### config.mk
export PLATFORM = sky130hd
export DESIGN_NAME = filled_circle_span_generator_flat
export DESIGN_NICKNAME = d
export VERILOG_FILES = /design/src/fcsg_pkg.sv /design/src/fcsg_if.sv /design/src/fcsg_datapath.sv /design/src/fcsg_ctrl.sv /design/src/filled_circle_span_generator.sv /design/src/flat_wrapper.sv
export SDC_FILE = /design/constraint.sdc
export NUM_CORES = 1
export LEC_CHECK = 0
export BUFFER_PORTS_ARGS = -buffer_cell sky130_fd_sc_hd__buf_4
export CAP_MARGIN = 20
export CORE_UTILIZATION = 35
export CTS_BUF_LIST = sky130_fd_sc_hd__clkbuf_4 sky130_fd_sc_hd__clkbuf_8 sky130_fd_sc_hd__clkbuf_16
export DETAILED_ROUTE_END_ITERATION = 6
export RECOVER_POWER = 50
export SLEW_MARGIN = 0
export SYNTH_ARGS = -nofsm -noshare
export SYNTH_HDL_FRONTEND = slang
export SYNTH_SLANG_ARGS = --single-unit
### constraint.sdc
create_clock -name clk_i -period 5.75 [get_ports clk_i]
set_input_delay 1.4375 -clock clk_i [delete_from_list [all_inputs] [get_ports clk_i]]
set_output_delay 1.4375 -clock clk_i [all_outputs]
set_load 0.01 [all_outputs]
### src/fcsg_pkg.sv
`timescale 1ns / 1ps
package fcsg_pkg;

  localparam int COORD_BITS   = 12;
  localparam int POS_BITS     = COORD_BITS + 1;
  localparam int RADIUS_BITS  = 6;
  localparam int MAX_RADIUS   = 63;
  localparam int X_BITS       = RADIUS_BITS;
  localparam int Y_BITS       = RADIUS_BITS + 1;
  localparam int D_BITS       = RADIUS_BITS + 3;
  localparam int RESULT_LIMIT = 64;
  localparam int CNT_BITS     = $clog2(RESULT_LIMIT);

  typedef struct packed {
    logic load;  // take a new circle into the walk registers
    logic step;  // emit one span group and advance the walk
  } cmd_t;

  typedef struct packed {
    logic last;  // the group that step would emit now is the final one
  } sts_t;

endpackage

### src/fcsg_if.sv
`timescale 1ns / 1ps
interface fcsg_in_if;
  import fcsg_pkg::*;

  logic                         valid;
  logic                         ready;
  logic signed [COORD_BITS-1:0] center_x;
  logic signed [COORD_BITS-1:0] center_y;
  logic [RADIUS_BITS-1:0]       radius;

  modport source (output valid, center_x, center_y, radius, input ready);
  modport sink   (input valid, center_x, center_y, radius, output ready);
endinterface

interface fcsg_out_if;
  import fcsg_pkg::*;

  logic                       valid;
  logic                       ready;
  logic signed [POS_BITS-1:0] wide_left;
  logic signed [POS_BITS-1:0] wide_right;
  logic signed [POS_BITS-1:0] wide_row_low;
  logic signed [POS_BITS-1:0] wide_row_high;
  logic signed [POS_BITS-1:0] narrow_left;
  logic signed [POS_BITS-1:0] narrow_right;
  logic signed [POS_BITS-1:0] narrow_row_low;
  logic signed [POS_BITS-1:0] narrow_row_high;
  logic                       last;

  modport source (output valid, wide_left, wide_right, wide_row_low, wide_row_high,
                  narrow_left, narrow_right, narrow_row_low, narrow_row_high, last,
                  input ready);
  modport sink   (input valid, wide_left, wide_right, wide_row_low, wide_row_high,
                  narrow_left, narrow_right, narrow_row_low, narrow_row_high, last,
                  output ready);
endinterface

### src/fcsg_datapath.sv
`timescale 1ns / 1ps
module fcsg_datapath
  import fcsg_pkg::*;
(
  input  logic                         clk_i,
  input  logic                         rst_ni,
  input  cmd_t                         cmd_i,
  output sts_t                         sts_o,
  input  logic signed [COORD_BITS-1:0] center_x_i,
  input  logic signed [COORD_BITS-1:0] center_y_i,
  input  logic [RADIUS_BITS-1:0]       radius_i,
  output logic signed [POS_BITS-1:0]   wide_left_o,
  output logic signed [POS_BITS-1:0]   wide_right_o,
  output logic signed [POS_BITS-1:0]   wide_row_low_o,
  output logic signed [POS_BITS-1:0]   wide_row_high_o,
  output logic signed [POS_BITS-1:0]   narrow_left_o,
  output logic signed [POS_BITS-1:0]   narrow_right_o,
  output logic signed [POS_BITS-1:0]   narrow_row_low_o,
  output logic signed [POS_BITS-1:0]   narrow_row_high_o,
  output logic                         last_o
);

  localparam int DW = D_BITS + 1;  // headroom for the branch terms

  logic signed [COORD_BITS-1:0] cx_q, cy_q;
  logic [RADIUS_BITS-1:0]       r_q, r_sat;
  logic [X_BITS-1:0]            x_q, x_d;
  logic signed [Y_BITS-1:0]     y_q, y_d;
  logic signed [D_BITS-1:0]     d_q, d_d;
  logic [CNT_BITS-1:0]          cnt_q;

  logic signed [DW-1:0]         d_w, x2_w, y2_w, ry2_w, d_nx;
  logic signed [Y_BITS:0]       rm_y;
  logic                         last_w;

  logic signed [POS_BITS-1:0]   cx_w, cy_w, xo_w, yo_w;

  always_comb begin
    r_sat = radius_i;
    if (radius_i > RADIUS_BITS'(MAX_RADIUS)) begin
      r_sat = RADIUS_BITS'(MAX_RADIUS);
    end
  end

  always_comb begin
    d_w   = DW'(d_q);
    x2_w  = DW'(signed'({1'b0, x_q, 1'b0}));
    y2_w  = DW'(y_q) <<< 1;
    rm_y  = signed'({2'b00, r_q}) - (Y_BITS+1)'(y_q);
    ry2_w = DW'(rm_y) <<< 1;
    x_d   = x_q;
    y_d   = y_q;
    priority if (d_w >= x2_w) begin
      d_nx = d_w - x2_w - DW'(1);
      x_d  = x_q + X_BITS'(1);
    end else if (d_w < ry2_w) begin
      d_nx = d_w + y2_w - DW'(1);
      y_d  = y_q - Y_BITS'(1);
    end else begin
      d_nx = d_w + y2_w - x2_w - DW'(2);
      x_d  = x_q + X_BITS'(1);
      y_d  = y_q - Y_BITS'(1);
    end
    d_d = D_BITS'(d_nx);
    // stop once y drops below x, or at the result cap
    last_w = ((Y_BITS+1)'(y_d) < signed'({2'b00, x_d})) ||
             (cnt_q == CNT_BITS'(RESULT_LIMIT - 1));
  end

  assign sts_o.last = last_w;

  assign cx_w = POS_BITS'(cx_q);
  assign cy_w = POS_BITS'(cy_q);
  assign xo_w = POS_BITS'(signed'({1'b0, x_q}));
  assign yo_w = POS_BITS'(y_q);

  always_ff @(posedge clk_i or negedge rst_ni) begin
    if (!rst_ni) begin
      cx_q  <= '0;
      cy_q  <= '0;
      r_q   <= '0;
      x_q   <= '0;
      y_q   <= '0;
      d_q   <= '0;
      cnt_q <= '0;
    end else if (cmd_i.load) begin
      cx_q  <= center_x_i;
      cy_q  <= center_y_i;
      r_q   <= r_sat;
      x_q   <= '0;
      y_q   <= Y_BITS'(signed'({1'b0, r_sat}));
      d_q   <= D_BITS'(signed'({1'b0, r_sat})) - D_BITS'(1);
      cnt_q <= '0;
    end else if (cmd_i.step) begin
      x_q   <= x_d;
      y_q   <= y_d;
      d_q   <= d_d;
      cnt_q <= cnt_q + CNT_BITS'(1);
    end
  end

  // result register, loaded with the spans of the current walk point
  always_ff @(posedge clk_i) begin
    if (cmd_i.step) begin
      wide_left_o       <= cx_w - yo_w;
      wide_right_o      <= cx_w + yo_w;
      wide_row_low_o    <= cy_w - xo_w;
      wide_row_high_o   <= cy_w + xo_w;
      narrow_left_o     <= cx_w - xo_w;
      narrow_right_o    <= cx_w + xo_w;
      narrow_row_low_o  <= cy_w - yo_w;
      narrow_row_high_o <= cy_w + yo_w;
      last_o            <= last_w;
    end
  end

endmodule

### src/fcsg_ctrl.sv
`timescale 1ns / 1ps
module fcsg_ctrl
  import fcsg_pkg::*;
(
  input  logic clk_i,
  input  logic rst_ni,
  input  logic in_valid_i,
  output logic in_ready_o,
  output logic out_valid_o,
  input  logic out_ready_i,
  output cmd_t cmd_o,
  input  sts_t sts_i
);

  typedef enum logic {
    ST_IDLE,
    ST_WALK
  } state_e;

  state_e state_q;
  logic   out_valid_q;

  assign in_ready_o  = (state_q == ST_IDLE);
  assign out_valid_o = out_valid_q;
  assign cmd_o.load  = in_valid_i && in_ready_o;
  // advance only when the result register is free or being drained
  assign cmd_o.step  = (state_q == ST_WALK) && (!out_valid_q || out_ready_i);

  always_ff @(posedge clk_i or negedge rst_ni) begin
    if (!rst_ni) begin
      state_q     <= ST_IDLE;
      out_valid_q <= 1'b0;
    end else begin
      unique case (state_q)
        ST_IDLE: begin
          if (cmd_o.load) begin
            state_q <= ST_WALK;
          end
        end
        ST_WALK: begin
          if (cmd_o.step && sts_i.last) begin
            state_q <= ST_IDLE;
          end
        end
        default: state_q <= ST_IDLE;
      endcase
      if (cmd_o.step) begin
        out_valid_q <= 1'b1;
      end else if (out_ready_i) begin
        out_valid_q <= 1'b0;
      end
    end
  end

  a_step_in_walk: assert property (@(posedge clk_i) disable iff (!rst_ni)
    cmd_o.step |-> state_q == ST_WALK)
    else $error("step issued outside a walk");

  a_load_starts_walk: assert property (@(posedge clk_i) disable iff (!rst_ni)
    cmd_o.load |=> state_q == ST_WALK && !cmd_o.load)
    else $error("load did not start a walk");

  a_last_ends_walk: assert property (@(posedge clk_i) disable iff (!rst_ni)
    cmd_o.step && sts_i.last |=> state_q == ST_IDLE && out_valid_q)
    else $error("final beat did not end the walk");

  a_no_overwrite: assert property (@(posedge clk_i) disable iff (!rst_ni)
    out_valid_q && !out_ready_i |-> !cmd_o.step)
    else $error("pending beat overwritten");

endmodule

### src/filled_circle_span_generator.sv
`timescale 1ns / 1ps
// Output: after the circle is accepted, one beat per cycle while out_o.ready does not stall it.
// A circle of radius r yields about 0.71*r + 1 beats (one for radius zero, at most 64).
// Circles: the single walk unit advances one step a cycle while the output is not stalled,
// and a new circle is taken only once the previous walk has finished.
// Reset: rst_ni asynchronous, active low; clears the controller and walk registers.
module filled_circle_span_generator
  import fcsg_pkg::*;
(
  input  logic       clk_i,
  input  logic       rst_ni,
  fcsg_in_if.sink    in_i,
  fcsg_out_if.source out_o
);

  cmd_t cmd;
  sts_t sts;

  fcsg_ctrl u_ctrl (
    .clk_i       (clk_i),
    .rst_ni      (rst_ni),
    .in_valid_i  (in_i.valid),
    .in_ready_o  (in_i.ready),
    .out_valid_o (out_o.valid),
    .out_ready_i (out_o.ready),
    .cmd_o       (cmd),
    .sts_i       (sts)
  );

  fcsg_datapath u_datapath (
    .clk_i             (clk_i),
    .rst_ni            (rst_ni),
    .cmd_i             (cmd),
    .sts_o             (sts),
    .center_x_i        (in_i.center_x),
    .center_y_i        (in_i.center_y),
    .radius_i          (in_i.radius),
    .wide_left_o       (out_o.wide_left),
    .wide_right_o      (out_o.wide_right),
    .wide_row_low_o    (out_o.wide_row_low),
    .wide_row_high_o   (out_o.wide_row_high),
    .narrow_left_o     (out_o.narrow_left),
    .narrow_right_o    (out_o.narrow_right),
    .narrow_row_low_o  (out_o.narrow_row_low),
    .narrow_row_high_o (out_o.narrow_row_high),
    .last_o            (out_o.last)
  );

endmodule

### src/flat_wrapper.sv
// flat-port wrapper written by rule: the top's interface ports become plain ports
module filled_circle_span_generator_flat import fcsg_pkg::*;
  (clk_i, rst_ni, in_i_valid, in_i_center_x, in_i_center_y, in_i_radius, in_i_ready, out_o_valid, out_o_wide_left, out_o_wide_right, out_o_wide_row_low, out_o_wide_row_high, out_o_narrow_left, out_o_narrow_right, out_o_narrow_row_low, out_o_narrow_row_high, out_o_last, out_o_ready);
  fcsg_in_if in_i_i ();
  fcsg_out_if out_o_i ();
  input  logic clk_i;
  input  logic rst_ni;
  input wire logic [$bits(in_i_i.valid)-1:0] in_i_valid;
  input wire logic [$bits(in_i_i.center_x)-1:0] in_i_center_x;
  input wire logic [$bits(in_i_i.center_y)-1:0] in_i_center_y;
  input wire logic [$bits(in_i_i.radius)-1:0] in_i_radius;
  output wire logic [$bits(in_i_i.ready)-1:0] in_i_ready;
  output wire logic [$bits(out_o_i.valid)-1:0] out_o_valid;
  output wire logic [$bits(out_o_i.wide_left)-1:0] out_o_wide_left;
  output wire logic [$bits(out_o_i.wide_right)-1:0] out_o_wide_right;
  output wire logic [$bits(out_o_i.wide_row_low)-1:0] out_o_wide_row_low;
  output wire logic [$bits(out_o_i.wide_row_high)-1:0] out_o_wide_row_high;
  output wire logic [$bits(out_o_i.narrow_left)-1:0] out_o_narrow_left;
  output wire logic [$bits(out_o_i.narrow_right)-1:0] out_o_narrow_right;
  output wire logic [$bits(out_o_i.narrow_row_low)-1:0] out_o_narrow_row_low;
  output wire logic [$bits(out_o_i.narrow_row_high)-1:0] out_o_narrow_row_high;
  output wire logic [$bits(out_o_i.last)-1:0] out_o_last;
  input wire logic [$bits(out_o_i.ready)-1:0] out_o_ready;
  assign in_i_i.valid = in_i_valid;
  assign in_i_i.center_x = in_i_center_x;
  assign in_i_i.center_y = in_i_center_y;
  assign in_i_i.radius = in_i_radius;
  assign in_i_ready = in_i_i.ready;
  assign out_o_valid = out_o_i.valid;
  assign out_o_wide_left = out_o_i.wide_left;
  assign out_o_wide_right = out_o_i.wide_right;
  assign out_o_wide_row_low = out_o_i.wide_row_low;
  assign out_o_wide_row_high = out_o_i.wide_row_high;
  assign out_o_narrow_left = out_o_i.narrow_left;
  assign out_o_narrow_right = out_o_i.narrow_right;
  assign out_o_narrow_row_low = out_o_i.narrow_row_low;
  assign out_o_narrow_row_high = out_o_i.narrow_row_high;
  assign out_o_last = out_o_i.last;
  assign out_o_i.ready = out_o_ready;
  filled_circle_span_generator u_core (.clk_i(clk_i), .rst_ni(rst_ni), .in_i(in_i_i), .out_o(out_o_i));
endmodule
==> impl_metrics.env, run 1 <==
export IMPL_status="finished, violations left"
export IMPL_violations="max-capacitance violations, max-slew violations"
export IMPL_ctsHoldBuffers=0
export IMPL_seq_area_frac_synth_pct=42.39
export IMPL_crit_type="flop to flop"
export IMPL_die_area_um2=31270
export IMPL_r2r_slack_ps=740
export IMPL_r2r_cells=22
export IMPL_row_count=63
export IMPL_worstHoldStart="u_core.u_datapath.r_q[3]"
export IMPL_drt_wl_total_um=27430
export IMPL_cts_tree="yes"
export IMPL_drtPass1Iterations=5
export IMPL_tns_ps=0
export IMPL_cts_root_buf="clkbuf_16"
export IMPL_synth_cells=1079
export IMPL_worstSkewPairLatency_ps=450
export IMPL_worstHoldPathCells=2
export IMPL_grt_max_degree=95
export IMPL_worst_r2r_startpoint="u_core.u_datapath.r_q[0]"
export IMPL_reg2reg_to="u_core.u_datapath.last_o"
export IMPL_drtIter0Drc=551
export IMPL_fin_util_pct=41.68
export IMPL_ios=141
export IMPL_cts_resized=0
export IMPL_area_growth_pct=16.39
export IMPL_avgRoutedWirePerCell_um=17.02
export IMPL_synth_top_cells_by_area="edfxtp_1 (28%), ha_1 (14%), dfrtp_1 (14%), xnor2_1 (7.1%), nand2_1 (4.5%)"
export IMPL_drc_errors=0
export IMPL_grt_pass1_vias=7905
export IMPL_grtUsageTotal_pct=17.85
export IMPL_syn_area_um2=10700
export IMPL_cts_buffers=17
export IMPL_io_buffers=140
export IMPL_fin_crit_ps=5005
export IMPL_viasPerCell=5.107
export IMPL_synth_seq_cells=161
export IMPL_htreeDepth=4
export IMPL_fin_cells=1611
export IMPL_setup_viol=0
export IMPL_ys_warnings_count=0
export IMPL_crit_chain="inv_1 > ha_1 > inv_1 > fa_1 > nand2_1 > nand2_1 > a21oi_1 > o21bai_1 > a21oi_1 > xnor2_1 > ha_1 > inv_1 > o32ai_1 > a21oi_2 > a2111oi_2 > nand3_1 > xnor2_1 > ha_1 > nand3_1 > a311o_1 > o22ai_1 > o211ai_1"
export IMPL_crit_fanout=14
export IMPL_synth_net_count=1246
export IMPL_grt_overflow_total=0
export IMPL_drv_slew=103
export IMPL_synth_flop_cell="edfxtp_1"
export IMPL_async_flop_share_pct=37.27
export IMPL_placed_cells_incl_taps=1579
export IMPL_hold_end="u_core.u_datapath.r_q[3]"
export IMPL_tightest_slew_ps=3612
export IMPL_yosysTopAreaCellShare_pct=28.35
export IMPL_syn_avg_cell_area_um2=9.915
export IMPL_min_period_over_period_pct=87.05
export IMPL_relSlewSlack_pct=-140.8
export IMPL_cp_required_ps=5930
export IMPL_rsz0062_at_grt="no"
export IMPL_cts_setup_buffers=0
export IMPL_die_h_um=176.8
export IMPL_grt_pass1_wl_um=42610
export IMPL_hpwl_um=20980
export IMPL_ys_types=63
export IMPL_skew_ps=18.23
export IMPL_clock_path_buffers=2
export IMPL_endpoint_kind="flop"
export IMPL_drive_above_1_share_pct=9.255
export IMPL_slowest_delay_ps=600
export IMPL_start_kind="flop"
export IMPL_antenna_found_initial=0
export IMPL_die_w_um=176.8
export IMPL_holdCritPathClass="flop to flop"
export IMPL_synth_edf_count=101
export IMPL_slowest_stage="a2111oi_2"
export IMPL_final_nets=1375
export IMPL_path_clk_slew_ps=80
export IMPL_antenna_diode_count=0
export IMPL_cts_sinks=161
export IMPL_max_clock_freq_mhz=199.8
export IMPL_maxCapViolCount=3
export IMPL_num_vias=8228
export IMPL_initial_core_util_pct=35.81
export IMPL_postRouteAntennaNets=0
export IMPL_synth_largest_area_cell="edfxtp_1"
export IMPL_finalHoldViolCount=0
export IMPL_routabilityCongestion=0.8977
export IMPL_arrival_ps=5190
export IMPL_core_um2=29870
[cell usage in the layout, fill, tap and decap left out, types with 14 or more instances in the layout]
master and instances:
inv_1 105, buf_4 67, dfrtp_1 60, clkbuf_1 81
edfxtp_1 101, xor2_1 25, o21bai_1 25, a21oi_1 62
ha_1 121, o21ai_1 30, nor2_1 59, clkbuf_16 19
nor3_1 18, xnor2_1 87, nand2_1 127, o21ai_0 29
a21o_1 17, o211ai_1 19, nor2b_1 14
[synth_stat cells, types with 24 or more instances]
| master | count |
|---|---|
| o21ai_1 | 35 |
| nand2_1 | 127 |
| o21ai_0 | 24 |
| xor2_1 | 25 |
| a21oi_1 | 62 |
| xnor2_1 | 87 |
| dfrtp_1 | 60 |
| nor2_1 | 59 |
| ha_1 | 121 |
| edfxtp_1 | 101 |
| o21bai_1 | 25 |
| clkbuf_1 | 33 |
| inv_1 | 106 |
[sequential cells by signal, summed over array words and instances (netlist names)]
| name | cells |
|---|---|
| u_core.u_datapath.narrow_left_o | 13 |
| u_core.u_datapath.narrow_row_low_o | 13 |
| u_core.u_datapath.wide_left_o | 13 |
| u_core.u_datapath.wide_row_low_o | 13 |
| u_core.u_datapath.cx_q | 12 |
| u_core.u_datapath.cy_q | 12 |
| u_core.u_datapath.narrow_right_o | 12 |
| u_core.u_datapath.narrow_row_high_o | 12 |
| u_core.u_datapath.wide_right_o | 12 |
| u_core.u_datapath.wide_row_high_o | 12 |
| u_core.u_datapath.d_q | 9 |
| u_core.u_datapath.y_q | 7 |
| u_core.u_datapath.cnt_q | 6 |
| u_core.u_datapath.r_q | 6 |
| u_core.u_datapath.x_q | 6 |
| u_core.u_ctrl.out_valid_o | 1 |
| u_core.u_ctrl.state_q | 1 |
| u_core.u_datapath.last_o | 1 |
[metal layers]
metal | track usage (%) | part of all wire, %
met4 | 5.136 | 1.7
met3 | 3.222 | 5.0
met5 | 0 | 0
met2 | 28.82 | 46
met1 | 24.31 | 47
[worst max path at each step]
stage	start	end	depth (start not counted)	slack, ps
after CTS	u_core.u_datapath.y_q[1]	u_core.u_datapath.last_o	19	770
after global placement	u_core.u_datapath.y_q[1]	u_core.u_datapath.last_o	19	870
after detailed placement	u_core.u_datapath.y_q[1]	u_core.u_datapath.last_o	19	760
after floorplan	out_o_ready	u_core.u_datapath.y_q[4]	6	440
after global routing	u_core.u_datapath.y_q[1]	u_core.u_ctrl.state_q	21	360
final	u_core.u_datapath.r_q[0]	u_core.u_datapath.last_o	22	740
[critical path: cells and delay by family (launching register included)]
kind	cells	cell delay, ps
AO/OA/AOI/OAI	9	2370
XOR/XNOR	2	280
flip-flops	1	360
adder cells (fa/ha/maj)	4	1150
AND/OR/NAND/NOR	4	410
buffers and inverters	3	170
[cells by family (layout without fill, tap and decap cells)]
logic type / Yosys count / in the layout / share of synthesized area (%)
buffers and inverters: 148 / 290 / 5.345
XOR/XNOR: 112 / 112 / 9.170
flip-flops: 161 / 161 / 42.39
AND/OR/NAND/NOR: 280 / 280 / 11.91
AO/OA/AOI/OAI: 245 / 245 / 14.80
adder cells (fa/ha/maj): 133 / 133 / 16.40
[cell type report]
class / instances / area, um2
fill: 2956 / 17420
sequential: 161 / 4534
inverter: 108 / 406.6
multi-input combinational: 770 / 5592
clock inverter: 12 / 112.6
clock buffer: 20 / 483.0
timing repair buffer: 150 / 834.6
tap: 390 / 488.0
[stage by stage]
step / instance area (um2) / setup slack [ps] / hold WS, ps
finish: 12450 / 744.5 / 494.9
global route: 12450 / 361.8 / 526.3
CTS: 12760 / 773.6 / 494.2
detailed placement: 12170 / 759.0 / 475.4
global placement: 12170 / 874.8 / 469.6
floorplan: 10700 / 439.6 / 452.3
Power of run 1 is not shown: default switching activity piles up to over one toggle a cycle in this logic, so the estimate is an artifact.
==> run 2: changes to the inputs <==
- PLACE_DENSITY: default -> 0.61
==> impl_metrics.env, run 2 (synthesis results as in run 1) <==
export IMPL_skew_ps=10.90
export IMPL_worstSkewPairLatency_ps=430
export IMPL_htreeDepth=4
export IMPL_core_um2=29870
export IMPL_crit_buf_inv=2
export IMPL_final_common_cell="nand2_1"
export IMPL_violations="max-capacitance violations, max-slew violations"
export IMPL_drv_slew=175
export IMPL_ctsHoldBuffers=0
export IMPL_arrival_ps=5330
export IMPL_ios=141
export IMPL_routabilityCongestion=0.8711
export IMPL_fin_cells=1611
export IMPL_crit_chain="ha_1 > inv_1 > fa_1 > nand2_1 > nand2_1 > a21oi_1 > o21bai_1 > a21oi_1 > xnor2_1 > ha_1 > inv_1 > o32ai_1 > a21oi_2 > a2111oi_2 > nand3_1 > xnor2_1 > ha_1 > nand3_1 > a311o_1 > o22ai_1 > o211ai_1"
export IMPL_crit_fanout=12
export IMPL_fin_crit_ps=5174
export IMPL_cts_resized=0
export IMPL_hpwl_um=20540
export IMPL_slowest_stage="dfrtp_1"
export IMPL_tns_ps=0
export IMPL_tightest_slew_ps=3602
export IMPL_num_vias=8088
export IMPL_max_clock_freq_mhz=193.3
export IMPL_drc_errors=0
export IMPL_slowest_delay_ps=670
export IMPL_endpoint_kind="flop"
export IMPL_antenna_diode_count=0
export IMPL_drtIter0Drc=507
export IMPL_antenna_found_initial=0
export IMPL_critical_path_top_delay_family="compound AO/OA/AOI/OAI gates"
export IMPL_drive_above_1_share_pct=10.07
export IMPL_drtPass1Iterations=5
export IMPL_finalHoldViolCount=0
export IMPL_die_h_um=176.8
export IMPL_rsz0062_at_grt="no"
export IMPL_initial_core_util_pct=35.81
export IMPL_final_nets=1375
export IMPL_drt_wl_total_um=26970
export IMPL_setup_viol=0
export IMPL_io_buffers=140
export IMPL_relSlewSlack_pct=-140.1
export IMPL_grt_pass1_wl_um=42620
export IMPL_avgRoutedWirePerCell_um=16.74
export IMPL_cts_tree="yes"
export IMPL_postRouteAntennaNets=0
export IMPL_viasPerCell=5.020
export IMPL_status="finished, violations left"
export IMPL_holdCritPathClass="flop to flop"
export IMPL_critPathMostFrequentCell="ha_1"
export IMPL_area_growth_pct=16.69
export IMPL_row_count=63
export IMPL_crit_type="flop to flop"
export IMPL_grt_max_degree=93
export IMPL_cts_root_buf="clkbuf_16"
export IMPL_die_w_um=176.8
export IMPL_cts_setup_buffers=0
export IMPL_cp_required_ps=5900
export IMPL_placed_cells_incl_taps=1579
export IMPL_layout_common_cells="nand2_1 (127), ha_1 (121), inv_1 (105)"
export IMPL_cts_sinks=161
export IMPL_grt_overflow_total=0
export IMPL_clock_path_buffers=2
export IMPL_grt_pass1_vias=8046
export IMPL_grtUsageTotal_pct=17.77
export IMPL_start_kind="flop"
export IMPL_cts_buffers=17
export IMPL_die_area_um2=31270
export IMPL_path_clk_slew_ps=70
export IMPL_maxCapViolCount=4
export IMPL_min_period_over_period_pct=89.98
[run 2: cell count changes in the layout (fill, tap and decap cells not counted), moves of 3 or more]
cell	before	now
buf_4	67	79
clkinv_4	4	0
clkbuf_1	81	69
clkinvlp_4	0	3
[run 2: metrics by stage]
step	utilization, %	area, um2	hold slack [ps]	setup WS (ps)
floorplan	-	10700	452.3	439.6
global placement	40.73	12170	470.4	759.3
detailed placement	40.73	12170	475.2	593.9
CTS	42.68	12750	492.1	577.1
global route	41.79	12480	518.0	119.6
finish	41.79	12480	492.6	575.9
[run 2: layout make-up]
cell class | count | area (um2)
fillers | 2972 | 17390
multi-input cells | 770 | 5592
repair buffers | 150 | 879.6
well taps | 390 | 488.0
clock inverters | 15 | 157.7
clock buffers | 17 | 425.4
inverters | 108 | 406.6
flip-flops and latches | 161 | 4534
[run 2: worst paths after layout]
kind | slack (ps) | to | start | cells after the start
setup / recovery | 580 | u_core.u_datapath.last_o | u_core.u_datapath.y_q[0] | 21
hold / removal | 490 | u_core.u_datapath.r_q[2] | u_core.u_datapath.r_q[2] | 2
setup reg to reg | 580 | u_core.u_datapath.last_o | u_core.u_datapath.y_q[0] | 21
hold reg to reg | 490 | u_core.u_datapath.r_q[2] | u_core.u_datapath.r_q[2] | 2
max in group asynchronous | 1490 | u_core.u_datapath.cy_q[4] | rst_ni | 1
min in group asynchronous | 2230 | u_core.u_datapath.cx_q[2] | rst_ni | 1
[run 2: tightest hold or removal path, stage by stage (launching register included)]
cell and delay [ps]:
dfrtp_1 350, nand2_1 50, nand2_1 60
[run 2: layer usage]
layer,vias to the layer above,wire (um),GRT usage (%)
li1,4009,-,-
met4,0,393,5.568
met1,3819,12420,23.77
met2,235,12800,29.43
met3,25,1353,2.663
met5,-,0,0
Power of run 2 is left out for the same reason.
